### src/fba_pkg.sv
// Shared types and constants for the fit block allocator.
// Used by fba_ctrl, fba_datapath and fit_block_allocator_core; no dependencies.
`default_nettype none

package fba_pkg;

   // Fit policy codes held in the fit_mode register
   localparam logic [1:0] MODE_FIRST = 2'd0;
   localparam logic [1:0] MODE_BEST  = 2'd1;
   localparam logic [1:0] MODE_WORST = 2'd2;

   // Register indexes on the csr write channel
   localparam logic CSR_FIT_MODE      = 1'b0;
   localparam logic CSR_BLOCKS_IN_USE = 1'b1;

   // Request action codes
   localparam logic ACT_LOAD  = 1'b0;
   localparam logic ACT_ALLOC = 1'b1;

   // Field widths of the ports
   localparam int CSR_DATA_BITS = 7;
   localparam int SLOT_BITS     = 6;
   localparam int AMOUNT_BITS   = 16;

   // Controller states
   typedef enum logic [1:0] {
      ST_IDLE,
      ST_SCAN,
      ST_DRAIN,
      ST_FINISH
   } fba_state_type;

   // Commands from controller to datapath
   typedef struct packed {
      logic load;        // write a block size, clear its mark
      logic alloc_init;  // latch request, reset scan and best choice
      logic issue;       // read the next table entry
      logic commit;      // mark the chosen block, present the result
   } fba_cmd_type;

   // Status from datapath to controller
   typedef struct packed {
      logic count_zero;  // no entries take part in the scan
      logic scan_last;   // entry being read is the last one
   } fba_status_type;

endpackage

`default_nettype wire

### src/fba_ctrl.sv
// Controller state machine for the fit block allocator.
// Depends on fba_pkg; drives the command struct for fba_datapath.
`default_nettype none

module fba_ctrl (
   input  wire logic                  clock,
   input  wire logic                  reset,
   input  wire logic                  start,
   input  wire logic                  req_action,
   input  wire fba_pkg::fba_status_type status,
   output fba_pkg::fba_cmd_type       cmd,
   output logic                       busy
);

   fba_pkg::fba_state_type state_ff;
   fba_pkg::fba_state_type state_in;

   logic take_req;

   assign take_req = start && (state_ff == fba_pkg::ST_IDLE);

   // State register
   always_ff @(posedge clock) begin
      if (reset) begin
         state_ff <= fba_pkg::ST_IDLE;
      end else begin
         state_ff <= state_in;
      end
   end

   // Next state
   always_comb begin
      state_in = state_ff;
      unique case (state_ff)
         fba_pkg::ST_IDLE: begin
            if (start && (req_action == fba_pkg::ACT_ALLOC)) begin
               state_in = status.count_zero ? fba_pkg::ST_FINISH : fba_pkg::ST_SCAN;
            end
         end
         fba_pkg::ST_SCAN: begin
            if (status.scan_last) begin
               state_in = fba_pkg::ST_DRAIN;
            end
         end
         fba_pkg::ST_DRAIN: begin
            state_in = fba_pkg::ST_FINISH;
         end
         fba_pkg::ST_FINISH: begin
            state_in = fba_pkg::ST_IDLE;
         end
         default: begin
            state_in = fba_pkg::ST_IDLE;
         end
      endcase
   end

   // Outputs
   always_comb begin
      cmd.load       = take_req && (req_action == fba_pkg::ACT_LOAD);
      cmd.alloc_init = take_req && (req_action == fba_pkg::ACT_ALLOC);
      cmd.issue      = (state_ff == fba_pkg::ST_SCAN);
      cmd.commit     = (state_ff == fba_pkg::ST_FINISH);
      busy           = (state_ff != fba_pkg::ST_IDLE);
   end

   // Checks
   a_finish_to_idle: assert property (@(posedge clock) disable iff (reset)
      (state_ff == fba_pkg::ST_FINISH) |=> (state_ff == fba_pkg::ST_IDLE))
      else $error("commit not followed by idle");

   a_load_only_idle: assert property (@(posedge clock) disable iff (reset)
      cmd.load |-> !busy && !cmd.issue && !cmd.commit)
      else $error("load issued while busy");

   a_scan_end: assert property (@(posedge clock) disable iff (reset)
      (cmd.issue && status.scan_last) |=> (state_ff == fba_pkg::ST_DRAIN))
      else $error("scan ran past its last entry");

endmodule

`default_nettype wire

### src/fba_datapath.sv
// Datapath for the fit block allocator: size table, used marks, scan and choice.
// Depends on fba_pkg; driven by the command struct from fba_ctrl.
`default_nettype none

module fba_datapath #(
   parameter int NUM_BLOCKS = 64,
   parameter int SIZE_BITS  = 16
) (
   input  wire logic                                 clock,
   input  wire logic                                 reset,
   input  wire fba_pkg::fba_cmd_type                 cmd,
   output fba_pkg::fba_status_type                   status,
   input  wire logic [fba_pkg::SLOT_BITS-1:0]        req_slot,
   input  wire logic [fba_pkg::AMOUNT_BITS-1:0]      req_amount,
   input  wire logic                                 csr_write,
   input  wire logic                                 csr_index,
   input  wire logic [fba_pkg::CSR_DATA_BITS-1:0]    csr_wdata,
   output logic                                      rsp_strobe,
   output logic                                      rsp_found,
   output logic [fba_pkg::SLOT_BITS-1:0]             rsp_chosen_block,
   output logic [fba_pkg::AMOUNT_BITS-1:0]           rsp_leftover
);

   localparam int AW = (NUM_BLOCKS > 1) ? $clog2(NUM_BLOCKS) : 1;
   localparam int CW = $clog2(NUM_BLOCKS + 1);

   // Configuration registers
   logic [1:0]                          fit_mode_ff;
   logic [fba_pkg::CSR_DATA_BITS-1:0]   blocks_in_use_ff;

   // Storage
   logic [SIZE_BITS-1:0] size_mem [NUM_BLOCKS];
   logic [NUM_BLOCKS-1:0] used_ff;

   // Scan control
   logic [SIZE_BITS-1:0] amount_ff;
   logic [CW-1:0]        count_ff;
   logic [CW-1:0]        cnt_ff;
   logic [AW-1:0]        addr;

   // Read stage
   logic                 rd_valid_ff;
   logic [SIZE_BITS-1:0] rd_data_ff;
   logic                 rd_used_ff;
   logic [AW-1:0]        rd_idx_ff;

   // Best choice so far
   logic                 have_ff;
   logic [AW-1:0]        best_idx_ff;
   logic [SIZE_BITS-1:0] best_left_ff;

   // Result registers
   logic                               rsp_strobe_ff;
   logic                               rsp_found_ff;
   logic [fba_pkg::SLOT_BITS-1:0]      rsp_chosen_ff;
   logic [fba_pkg::AMOUNT_BITS-1:0]    rsp_left_ff;

   logic                 slot_ok;
   logic [AW-1:0]        waddr;
   logic [CW-1:0]        count_sat;
   logic                 fits;
   logic [SIZE_BITS-1:0] left;
   logic                 take;

   assign slot_ok = (32'(req_slot) < 32'(NUM_BLOCKS));
   assign waddr   = AW'(req_slot);
   assign addr    = cnt_ff[AW-1:0];

   // Entries in the scan, saturated to the table depth
   assign count_sat = (32'(blocks_in_use_ff) > 32'(NUM_BLOCKS)) ? CW'(NUM_BLOCKS)
                                                                : CW'(blocks_in_use_ff);

   assign status.count_zero = (blocks_in_use_ff == '0);
   assign status.scan_last  = ((cnt_ff + CW'(1)) == count_ff);

   // Configuration writes
   always_ff @(posedge clock) begin
      if (reset) begin
         fit_mode_ff      <= fba_pkg::MODE_FIRST;
         blocks_in_use_ff <= fba_pkg::CSR_DATA_BITS'(64);
      end else if (csr_write) begin
         unique case (csr_index)
            fba_pkg::CSR_FIT_MODE:      fit_mode_ff      <= csr_wdata[1:0];
            fba_pkg::CSR_BLOCKS_IN_USE: blocks_in_use_ff <= csr_wdata;
            default: ;
         endcase
      end
   end

   // Size table: written by loads, read once per scan step
   always_ff @(posedge clock) begin
      if (cmd.load && slot_ok) begin
         size_mem[waddr] <= SIZE_BITS'(req_amount);
      end
      rd_data_ff <= size_mem[addr];
   end

   // Used marks: cleared by a load, set by a commit that found a block
   always_ff @(posedge clock) begin
      if (reset) begin
         used_ff <= '0;
      end else if (cmd.load && slot_ok) begin
         used_ff[waddr] <= 1'b0;
      end else if (cmd.commit && have_ff) begin
         used_ff[best_idx_ff] <= 1'b1;
      end
   end

   // Scan counter and request latch
   always_ff @(posedge clock) begin
      if (reset) begin
         cnt_ff <= '0;
      end else if (cmd.alloc_init) begin
         cnt_ff <= '0;
      end else if (cmd.issue) begin
         cnt_ff <= cnt_ff + CW'(1);
      end
      if (cmd.alloc_init) begin
         amount_ff <= SIZE_BITS'(req_amount);
         count_ff  <= count_sat;
      end
   end

   // Read stage registers
   always_ff @(posedge clock) begin
      if (reset) begin
         rd_valid_ff <= 1'b0;
      end else begin
         rd_valid_ff <= cmd.issue;
      end
      rd_used_ff <= used_ff[addr];
      rd_idx_ff  <= addr;
   end

   // Compare the entry just read against the best so far
   always_comb begin
      fits = !rd_used_ff && (rd_data_ff >= amount_ff);
      left = rd_data_ff - amount_ff;
      take = 1'b0;
      if (fits) begin
         if (!have_ff) begin
            take = 1'b1;
         end else if (fit_mode_ff == fba_pkg::MODE_BEST) begin
            take = (left < best_left_ff);
         end else if (fit_mode_ff == fba_pkg::MODE_WORST) begin
            take = (left > best_left_ff);
         end
      end
   end

   always_ff @(posedge clock) begin
      if (reset) begin
         have_ff <= 1'b0;
      end else if (cmd.alloc_init) begin
         have_ff <= 1'b0;
      end else if (rd_valid_ff && take) begin
         have_ff <= 1'b1;
      end
      if (rd_valid_ff && take) begin
         best_idx_ff  <= rd_idx_ff;
         best_left_ff <= left;
      end
   end

   // Result registers, shown for one cycle after the commit
   always_ff @(posedge clock) begin
      if (reset) begin
         rsp_strobe_ff <= 1'b0;
      end else begin
         rsp_strobe_ff <= cmd.commit;
      end
      if (cmd.commit) begin
         rsp_found_ff  <= have_ff;
         rsp_chosen_ff <= have_ff ? fba_pkg::SLOT_BITS'(best_idx_ff) : '0;
         rsp_left_ff   <= have_ff ? fba_pkg::AMOUNT_BITS'(best_left_ff) : '0;
      end
   end

   assign rsp_strobe       = rsp_strobe_ff;
   assign rsp_found        = rsp_found_ff;
   assign rsp_chosen_block = rsp_chosen_ff;
   assign rsp_leftover     = rsp_left_ff;

   // Checks
   a_strobe_single: assert property (@(posedge clock) disable iff (reset)
      rsp_strobe_ff |=> !rsp_strobe_ff)
      else $error("result strobe held for more than one cycle");

   a_not_found_zero: assert property (@(posedge clock) disable iff (reset)
      (rsp_strobe_ff && !rsp_found_ff) |-> (rsp_chosen_ff == '0) && (rsp_left_ff == '0))
      else $error("not-found result carries nonzero fields");

   a_commit_marks: assert property (@(posedge clock) disable iff (reset)
      (cmd.commit && have_ff) |=> used_ff[$past(best_idx_ff)])
      else $error("chosen block not marked used");

endmodule

`default_nettype wire

### src/fit_block_allocator_core.sv
// Top level of the fit block allocator: controller plus datapath.
// Depends on fba_pkg, fba_ctrl and fba_datapath.
//
//   Channel   Ports                                      Transfer
//   request   start, busy, req_action/slot/amount       start && !busy
//   result    rsp_strobe, rsp_found/chosen_block/leftover  rsp_strobe, one cycle
//   csr       csr_valid, csr_ready, csr_index, csr_wdata   csr_valid && csr_ready
//
// A load transfer leaves busy low.
// An allocate scans N = min(blocks_in_use, NUM_BLOCKS) entries, one per cycle
// through the size table's single read port: busy stays high through the scan,
// drain and finish states, and the result strobe is registered from the commit.
// With N = 0 the scan and drain are skipped: busy is high in the finish state
// only, and the strobe is again registered from the commit.
// Reset clears the used marks, the controller and the strobe, and sets first fit with blocks_in_use at 64.
// The result cannot be stalled; csr_ready is low while an allocate is in progress.
`default_nettype none

module fit_block_allocator_core #(
   parameter int NUM_BLOCKS = 64,
   parameter int SIZE_BITS  = 16
) (
   input  wire logic                                 clock,
   input  wire logic                                 reset,
   input  wire logic                                 start,
   output logic                                      busy,
   input  wire logic                                 req_action,
   input  wire logic [fba_pkg::SLOT_BITS-1:0]        req_slot,
   input  wire logic [fba_pkg::AMOUNT_BITS-1:0]      req_amount,
   output logic                                      rsp_strobe,
   output logic                                      rsp_found,
   output logic [fba_pkg::SLOT_BITS-1:0]             rsp_chosen_block,
   output logic [fba_pkg::AMOUNT_BITS-1:0]           rsp_leftover,
   input  wire logic                                 csr_valid,
   output logic                                      csr_ready,
   input  wire logic                                 csr_index,
   input  wire logic [fba_pkg::CSR_DATA_BITS-1:0]    csr_wdata
);

   fba_pkg::fba_cmd_type    cmd;
   fba_pkg::fba_status_type status;
   logic                    csr_write;

   assign csr_ready = !busy;
   assign csr_write = csr_valid && csr_ready;

   fba_ctrl u_ctrl (
      .clock      (clock),
      .reset      (reset),
      .start      (start),
      .req_action (req_action),
      .status     (status),
      .cmd        (cmd),
      .busy       (busy)
   );

   fba_datapath #(
      .NUM_BLOCKS (NUM_BLOCKS),
      .SIZE_BITS  (SIZE_BITS)
   ) u_datapath (
      .clock            (clock),
      .reset            (reset),
      .cmd              (cmd),
      .status           (status),
      .req_slot         (req_slot),
      .req_amount       (req_amount),
      .csr_write        (csr_write),
      .csr_index        (csr_index),
      .csr_wdata        (csr_wdata),
      .rsp_strobe       (rsp_strobe),
      .rsp_found        (rsp_found),
      .rsp_chosen_block (rsp_chosen_block),
      .rsp_leftover     (rsp_leftover)
   );

endmodule

`default_nettype wire
### config.mk
export PLATFORM = sky130hd
export DESIGN_NAME = fit_block_allocator_core
export DESIGN_NICKNAME = d
export VERILOG_FILES = /design/src/fba_pkg.sv /design/src/fba_ctrl.sv /design/src/fba_datapath.sv /design/src/fit_block_allocator_core.sv
export SDC_FILE = /design/constraint.sdc
export NUM_CORES = 1
export LEC_CHECK = 0
export ABC_AREA = 1
export BUFFER_PORTS_ARGS = -buffer_cell sky130_fd_sc_hd__clkbuf_2
export CAP_MARGIN = 10
export CELL_PAD_IN_SITES_DETAIL_PLACEMENT = 0
export CELL_PAD_IN_SITES_GLOBAL_PLACEMENT = 1
export CORE_UTILIZATION = 55
export DETAILED_ROUTE_END_ITERATION = 8
export PLACE_DENSITY_LB_ADDON = 0.12
export SLEW_MARGIN = 15
export SYNTH_ARGS = -nofsm -noshare
export SYNTH_HDL_FRONTEND = slang
export SYNTH_HIERARCHICAL = 1
export SYNTH_SLANG_ARGS = --single-unit
### constraint.sdc
create_clock -name clock -period 4.78 [get_ports clock]
set_input_delay 0.478 -clock clock [delete_from_list [all_inputs] [get_ports clock]]
set_output_delay 0.478 -clock clock [all_outputs]
set_load 0.05 [all_outputs]
* Yosys cells after proc, flatten, opt, wreduce, memory -nomap -nowiden
Memory sizes are Yosys's and may differ from the RTL's. A register that Yosys moved wholly into a read port is not among the register bits.
Cells that the tools add are included.
** Operators by class
- $add $sub $neg :: 2
- Magnitude comparators :: 9
- Eq/ne operators :: 8
- Muxes and demuxes :: 18
- Bitwise logic cells :: 5
- Reduce and logical (&&, ||, !) cells :: 20
** Operators by type and width (count)
- 2-to-1 mux 64 bit :: 2
- AND 64 bit :: 1
- NOT 64 bit :: 1
- OR 64 bit :: 1
- < comparator 6 x 7 -> 1 bit, second input constant :: 3
- >= comparator 16 bit :: 1
- greater-than comparator 16 bit :: 1
- < comparator 16 bit :: 1
- subtractor 16 bit :: 1
- demux 1 bit (select 6 bit) :: 2
- >= comparator 6 x 1 -> 1 bit, second input constant :: 2
- logical AND 1 bit :: 10
- 2-to-1 mux 1 bit :: 9
- one-hot mux 2 bit (4 select lines) :: 1
- adder 7 x 1 -> 7 bit, second input constant :: 1
- equality test 7 bit :: 1
- greater-than comparator 7 bit, second input constant :: 1
- zero test 7 bit :: 1
- binary-select mux 1 bit (select 6 bit) :: 1
- equality test 2 bit, second input constant :: 3
- 2-to-1 mux 2 bit :: 3
- AND reduction 2 bit :: 3
- equality test 2 x 1 -> 1 bit, second input constant :: 2
- != test 2 bit, second input constant :: 2
- other kinds (5) :: 8
** Word-level totals
- Bits in registers :: 160
- Bits in writable memories :: 1024
- Input port bits :: 35
- Memories :: 1
** Memories
- u_datapath.size_mem :: depth 64, bits a word 16, rd ports 1, clocked after Yosys merged registers in 1, wr ports 1, RTL line fba_datapath.sv:32 : logic [SIZE_BITS-1:0] size_mem [NUM_BLOCKS];

* Depth between registers and ports, before layout
- Word-level depth :: 7
- Gate-level depth with buffers :: 22

* Hierarchy
The synthesis kept the hierarchy.
** By module, submodules not included
- fba_datapath :: times used 1, cells an instance 4455, area an instance 49361.1 sq um
- fba_ctrl :: times used 1, cells an instance 31, area an instance 201.4 sq um
- fit_block_allocator_core :: times used 1, cells an instance 3, area an instance 13.8 sq um

* Worst setup path before layout
Ideal clock, no wire load.
- Path kind :: flip-flop to flip-flop
- From :: register u_datapath.rd_data_ff[0], read port of u_datapath.size_mem
- To :: register u_datapath.best_idx_ff[0], enable pin
- Library setup time :: 0.377 ns
- Data arrival time :: 2.877 ns
- Required time :: 4.403 ns
- Path slack :: 1.526 ns
- Cell stages (with the launch flop) :: 21
- Buffers on the path :: 0
- Period minus slack after synthesis :: 3.254 ns
- Path through :: dfxtp_1 -> inv_1 -> ha_1 -> inv_1 -> fa_1 -> nand3_1 -> nand2_1 -> a21oi_1 -> or2_2 -> nand2_1 -> xor2_1 -> ha_1 -> nand2_1 -> nor2_1 -> a21boi_0 -> nor2_1 -> nand2_1 -> nand2_1 -> nand3_1 -> nand2_1 -> inv_1
** On the way
- Cells in the longest elaborated chain, start to end :: 7
** Ends and longest elaborated chain
- start: declaration :: RTL line fba_datapath.sv:43 : logic [SIZE_BITS-1:0] rd_data_ff;
- subtractor 16 bit * :: RTL line fba_datapath.sv:138 : left = rd_data_ff - amount_ff;
- net u_datapath.left[14] :: RTL line fba_datapath.sv:62 : logic [SIZE_BITS-1:0] left;
- greater-than comparator 16 bit :: RTL line fba_datapath.sv:146 : take = (left > best_left_ff);
- 2-to-1 mux 1 bit :: RTL line fba_datapath.sv:145 : end else if (fit_mode_ff == fba_pkg::MODE_WORST) begin
- 2-to-1 mux 1 bit * :: RTL line fba_datapath.sv:143 : end else if (fit_mode_ff == fba_pkg::MODE_BEST) begin
- 2-to-1 mux 1 bit * :: RTL line fba_datapath.sv:141 : if (!have_ff) begin
- 2-to-1 mux 1 bit * :: RTL line fba_datapath.sv:140 : if (fits) begin
- logical AND 1 bit * :: RTL line fba_datapath.sv:159 : if (rd_valid_ff && take) begin
- end signal: assignment :: RTL line fba_datapath.sv:160 : best_idx_ff <= rd_idx_ff;
- end: declaration :: RTL line fba_datapath.sv:49 : logic [AW-1:0] best_idx_ff;
The timed path passes the listed nets; every way through them passes the cells marked *.
A chain may end at the register's enable or synchronous reset.

==> metrics.md <==
| Metric | Value |
|---|---|
| Status | `finished clean` |
| Maxcap violations | `0` |
| Gp weighted congestion | `between 0.8 and 0.9` |
| DRT Wirelength | `131800 µm` |
| Clock Skews | `0.01492 ns` |
| Met2 wire length | `60300 µm` |
| Vias in the first global route | `31190` |
| Pin count of the biggest net entering global routing | `164` |
| Yosys cell types | `36` |
| HPWL after detailed placement | `approximately 74000 µm` |
| Number of nets still failing antenna checks after routing | `0` |
| Starting density of the core | `55.84%` |
| TritonCTS clock tree | `yes` |
| WL met1 | `roughly 57000 µm` |
| Slew headroom | `18.95%` |
| Pins Over Slew Limit | `0` |
| First-pass GRT wire length | `just under 200000 µm` |
| Via Count | `between 30000 and 40000` |
| DIE HEIGHT | `302.2 µm` |
| P_leak | `between 20 and 25 nW` |
| Cell area after layout | `54870 µm²` |
| CTS Root Cell | `clkbuf_16` |
| Seq cells post-synth | `1200` |
| Hold Startpoint | `csr_wdata[5]` |
| Crit path max fanout | `16` |
| Final hold vios | `0` |
| Mapped Cells | `4489` |
| Cell Chain, Critical Path | `inv_1, ha_1, nand2_1, nor2_1, nand4_1, nor2_1, buf_4` |
| Synthesized area | `49580 µm²` |
| GRT overflow | `0` |
| DR top layer | `met4` |
| WL/cell | `22.74 µm` |
| Critical Path AT | `3.97 ns` |
| Die area | `around 91000 µm²` |
| Tcrit/Tclk final | `about 75%` |
| Layout area overhead | `10.67%` |
| H-tree level count | `3` |
| Slowest CP cell | `nand4_1` |
| Synthesized area per cell | `11.04 µm²` |
| Worst-Margin Slew | `1.206 ns` |
| Critical Path RT | `5.16 ns` |
| DP Area | `51330 µm²` |
| Register area share after synthesis | `70.50%` |
| Critical path startpoint | `u_ctrl/state_ff[1]$_SDFFE_PP0P_` |
| Clock buffer depth | `3` |
| Yosys top cell by area | `edfxtp_1` |
| Via/cell ratio | `5.755` |
| DRC Markers | `0` |
| Tot GR Track Use | `around 29%` |
| Yosys Warn Count | `6` |
| Dominant cells by area after synthesis | `edfxtp_1 (66%), nand2_1 (11%), nand3_1 (9.3%)` |
| CP top delay family | `simple AND/OR/NAND/NOR gates` |
| Most frequent CP cell | `nor2_1` |
| DRT Pass-1 Iters | `5` |
| CP endpoint kind | `register` |
| CP bufs+invs | `2` |
| Total CTS buffers | `~120` |
| Kind of critical path | `register to register` |
| Worst skew pair latency | `0.70 ns` |
| Final Setup Violations | `0` |
| Peak supply drop | `about 0.43 mV` |
| Initial antenna violation count | `2` |
| Number of port buffers | `60` |
| CTS clk-pin slew, worst paths | `approximately 0.060 ns` |
| Final nets | `4610` |
| Ratio of cells with drive above 1 in the final layout | `8.141%` |
| Total negative slack | `0 ns` |
| Die Wd | `just over 300 µm` |
| Post-synth top area share | `66.14%` |
| WL met3 | `between 10000 and 15000 µm` |
| F_max | `0.2787 GHz` |
| CP peak stage delay | `0.98 ns` |
| I/O Pins | `61` |
| Row cnt | `roughly 110` |
| Sinks on the clock net | `1200` |
| Power Dens Cells | `519.8 nW/µm²` |
| Critical path startpoint category | `register` |
| Net count after synthesis | `4563` |
| Area of the core | `approximately 89000 µm²` |
| Final core utilization | `slightly above 60%` |
| RR Startpoint | `u_ctrl/state_ff[1]$_SDFFE_PP0P_` |
| Starting DRT DRC Count | `3856` |
| RSZ-0062 raised after global routing | `false` |
| Worst hold path class | `input pin to register` |
| Minimum clock period | `3.588 ns` |
area by class of cell:
cell class	instances	area (µm²)
diodes	1	2.502
fillers	7149	33920
flip-flops and latches	1200	34970
multi-input cells	2879	12920
clock buffers	157	3154
well taps	1165	1458
clock inverters	58	356.6
repair buffers	193	1441
inverters	144	563.0
state kept, by name, summed over array words and instances (netlist names), 7 cells and up:
register / flops
u_datapath/rd_data_ff: 16
u_datapath/count_ff: 7
u_datapath/cnt_ff: 7
u_datapath/amount_ff: 16
u_datapath/blocks_in_use_ff: 7
u_datapath/rsp_leftover: 16
u_datapath/used_ff: 64
u_datapath/size_mem: 1024
u_datapath/best_left_ff: 16
placed cells by master, fill, tap and decap left out, types with 3 or more instances in the layout:
master,netlist,layout
inv_6,1,6
xnor2_1,5,5
buf_12,0,11
o21ai_1,6,6
nor2_1,142,141
dfxtp_1,108,103
clkinv_1,3,28
nor4_4,6,6
clkbuf_1,114,32
nand4_1,7,7
a21oi_1,93,93
clkbuf_16,0,119
o21ai_0,99,99
o211ai_1,8,8
dfxtp_4,0,3
inv_2,6,4
nor3_1,18,18
ha_1,38,38
inv_1,134,134
bufinv_16,0,3
clkbuf_8,0,3
edfxtp_1,1092,1092
clkinv_2,0,22
xor2_1,16,16
clkbuf_2,0,63
nand2_1,1500,1500
buf_4,0,120
nand3_1,920,920
worst reg2reg max path: stages, from the launching register on:
cell,delay (ns)
dfxtp_1,0.33
inv_1,0.12
ha_1,0.23
nand2_1,0.07
nor2_1,0.84
nand4_1,0.99
nor2_1,0.36
buf_4,0.32
timing repair:
action / 4_1_cts / 5_1_grt
buffers inserted: 0 / 0
resized for setup: 0 / 0
endpoints found under the hold margin: 2 / 0
hold buffers: 2 / 0
cell families (layout without fill, tap and decap cells):
kind of cell | count (synthesis) | count (layout) | share of synthesized area [%]
other | 0 | 1 | 0
AND/OR/NAND/NOR | 2604 | 2604 | 22.44
adder cells (fa/ha/maj) | 39 | 39 | 0.9994
buffers and inverters | 410 | 552 | 3.432
flip-flops | 1200 | 1200 | 70.50
AO/OA/AOI/OAI | 215 | 215 | 2.251
XOR/XNOR | 21 | 21 | 0.3710
cell usage after synthesis, drive strengths merged:
cell,number
a211oi,1
a21boi,2
a21o,2
a21oi,93
a31oi,2
buf,152
clkbuf,114
clkinv,3
dfxtp,108
edfxtp,1092
fa,1
ha,38
inv,141
nand2,1502
nand3,920
nand4,7
nor2,143
nor3,22
nor4,7
o211ai,8
o21a,1
o21ai,105
o21bai,1
or2,3
xnor2,5
xor2,16
path summary, 6_finish.rpt:
kind | slack [ns] | endpoint | cells past startpoint
max | 1.19 | u_datapath/size_mem[49][5]$_DFFE_PP_ | 7
min | 0.07 | u_datapath/blocks_in_use_ff[5]$_SDFFE_PP0P_ | 3
min reg2reg | 0.41 | u_datapath/best_idx_ff[0]$_DFFE_PP_ | 0
max reg2reg | 1.19 | u_datapath/size_mem[49][5]$_DFFE_PP_ | 7
metal layers:
| layer | vias up | GRT usage, % |
|---|---|---|
| li1 | 15650 | - |
| met1 | 16120 | 42.88 |
| met2 | 1375 | 44.68 |
| met3 | 217 | 3.598 |
| met4 | 0 | 10.26 |
| met5 | - | 0 |
per-stage QoR:
step                instances  hold slack, ns  setup WS [ns]  power, mW
floorplan                4489          0.3258          1.526      17.19
global placement         5579          0.3871          1.314      20.01
detailed placement       5579          0.3926          1.304      20.04
CTS                      5796         0.02737          1.280      28.58
global route             5796         0.06010         0.9539      29.79
finish                   5797         0.06906          1.192      28.52
power by group:
part | leakage, nW | switching (mW) | internal [mW] | total [mW]
Combinational | 7.80 | 5.84 | 2.12 | 7.96
Sequential | 10.7 | 0.194 | 11.8 | 12.0
Clock | 1.73 | 3.84 | 4.76 | 8.60
(Power assumes the default switching activity.)
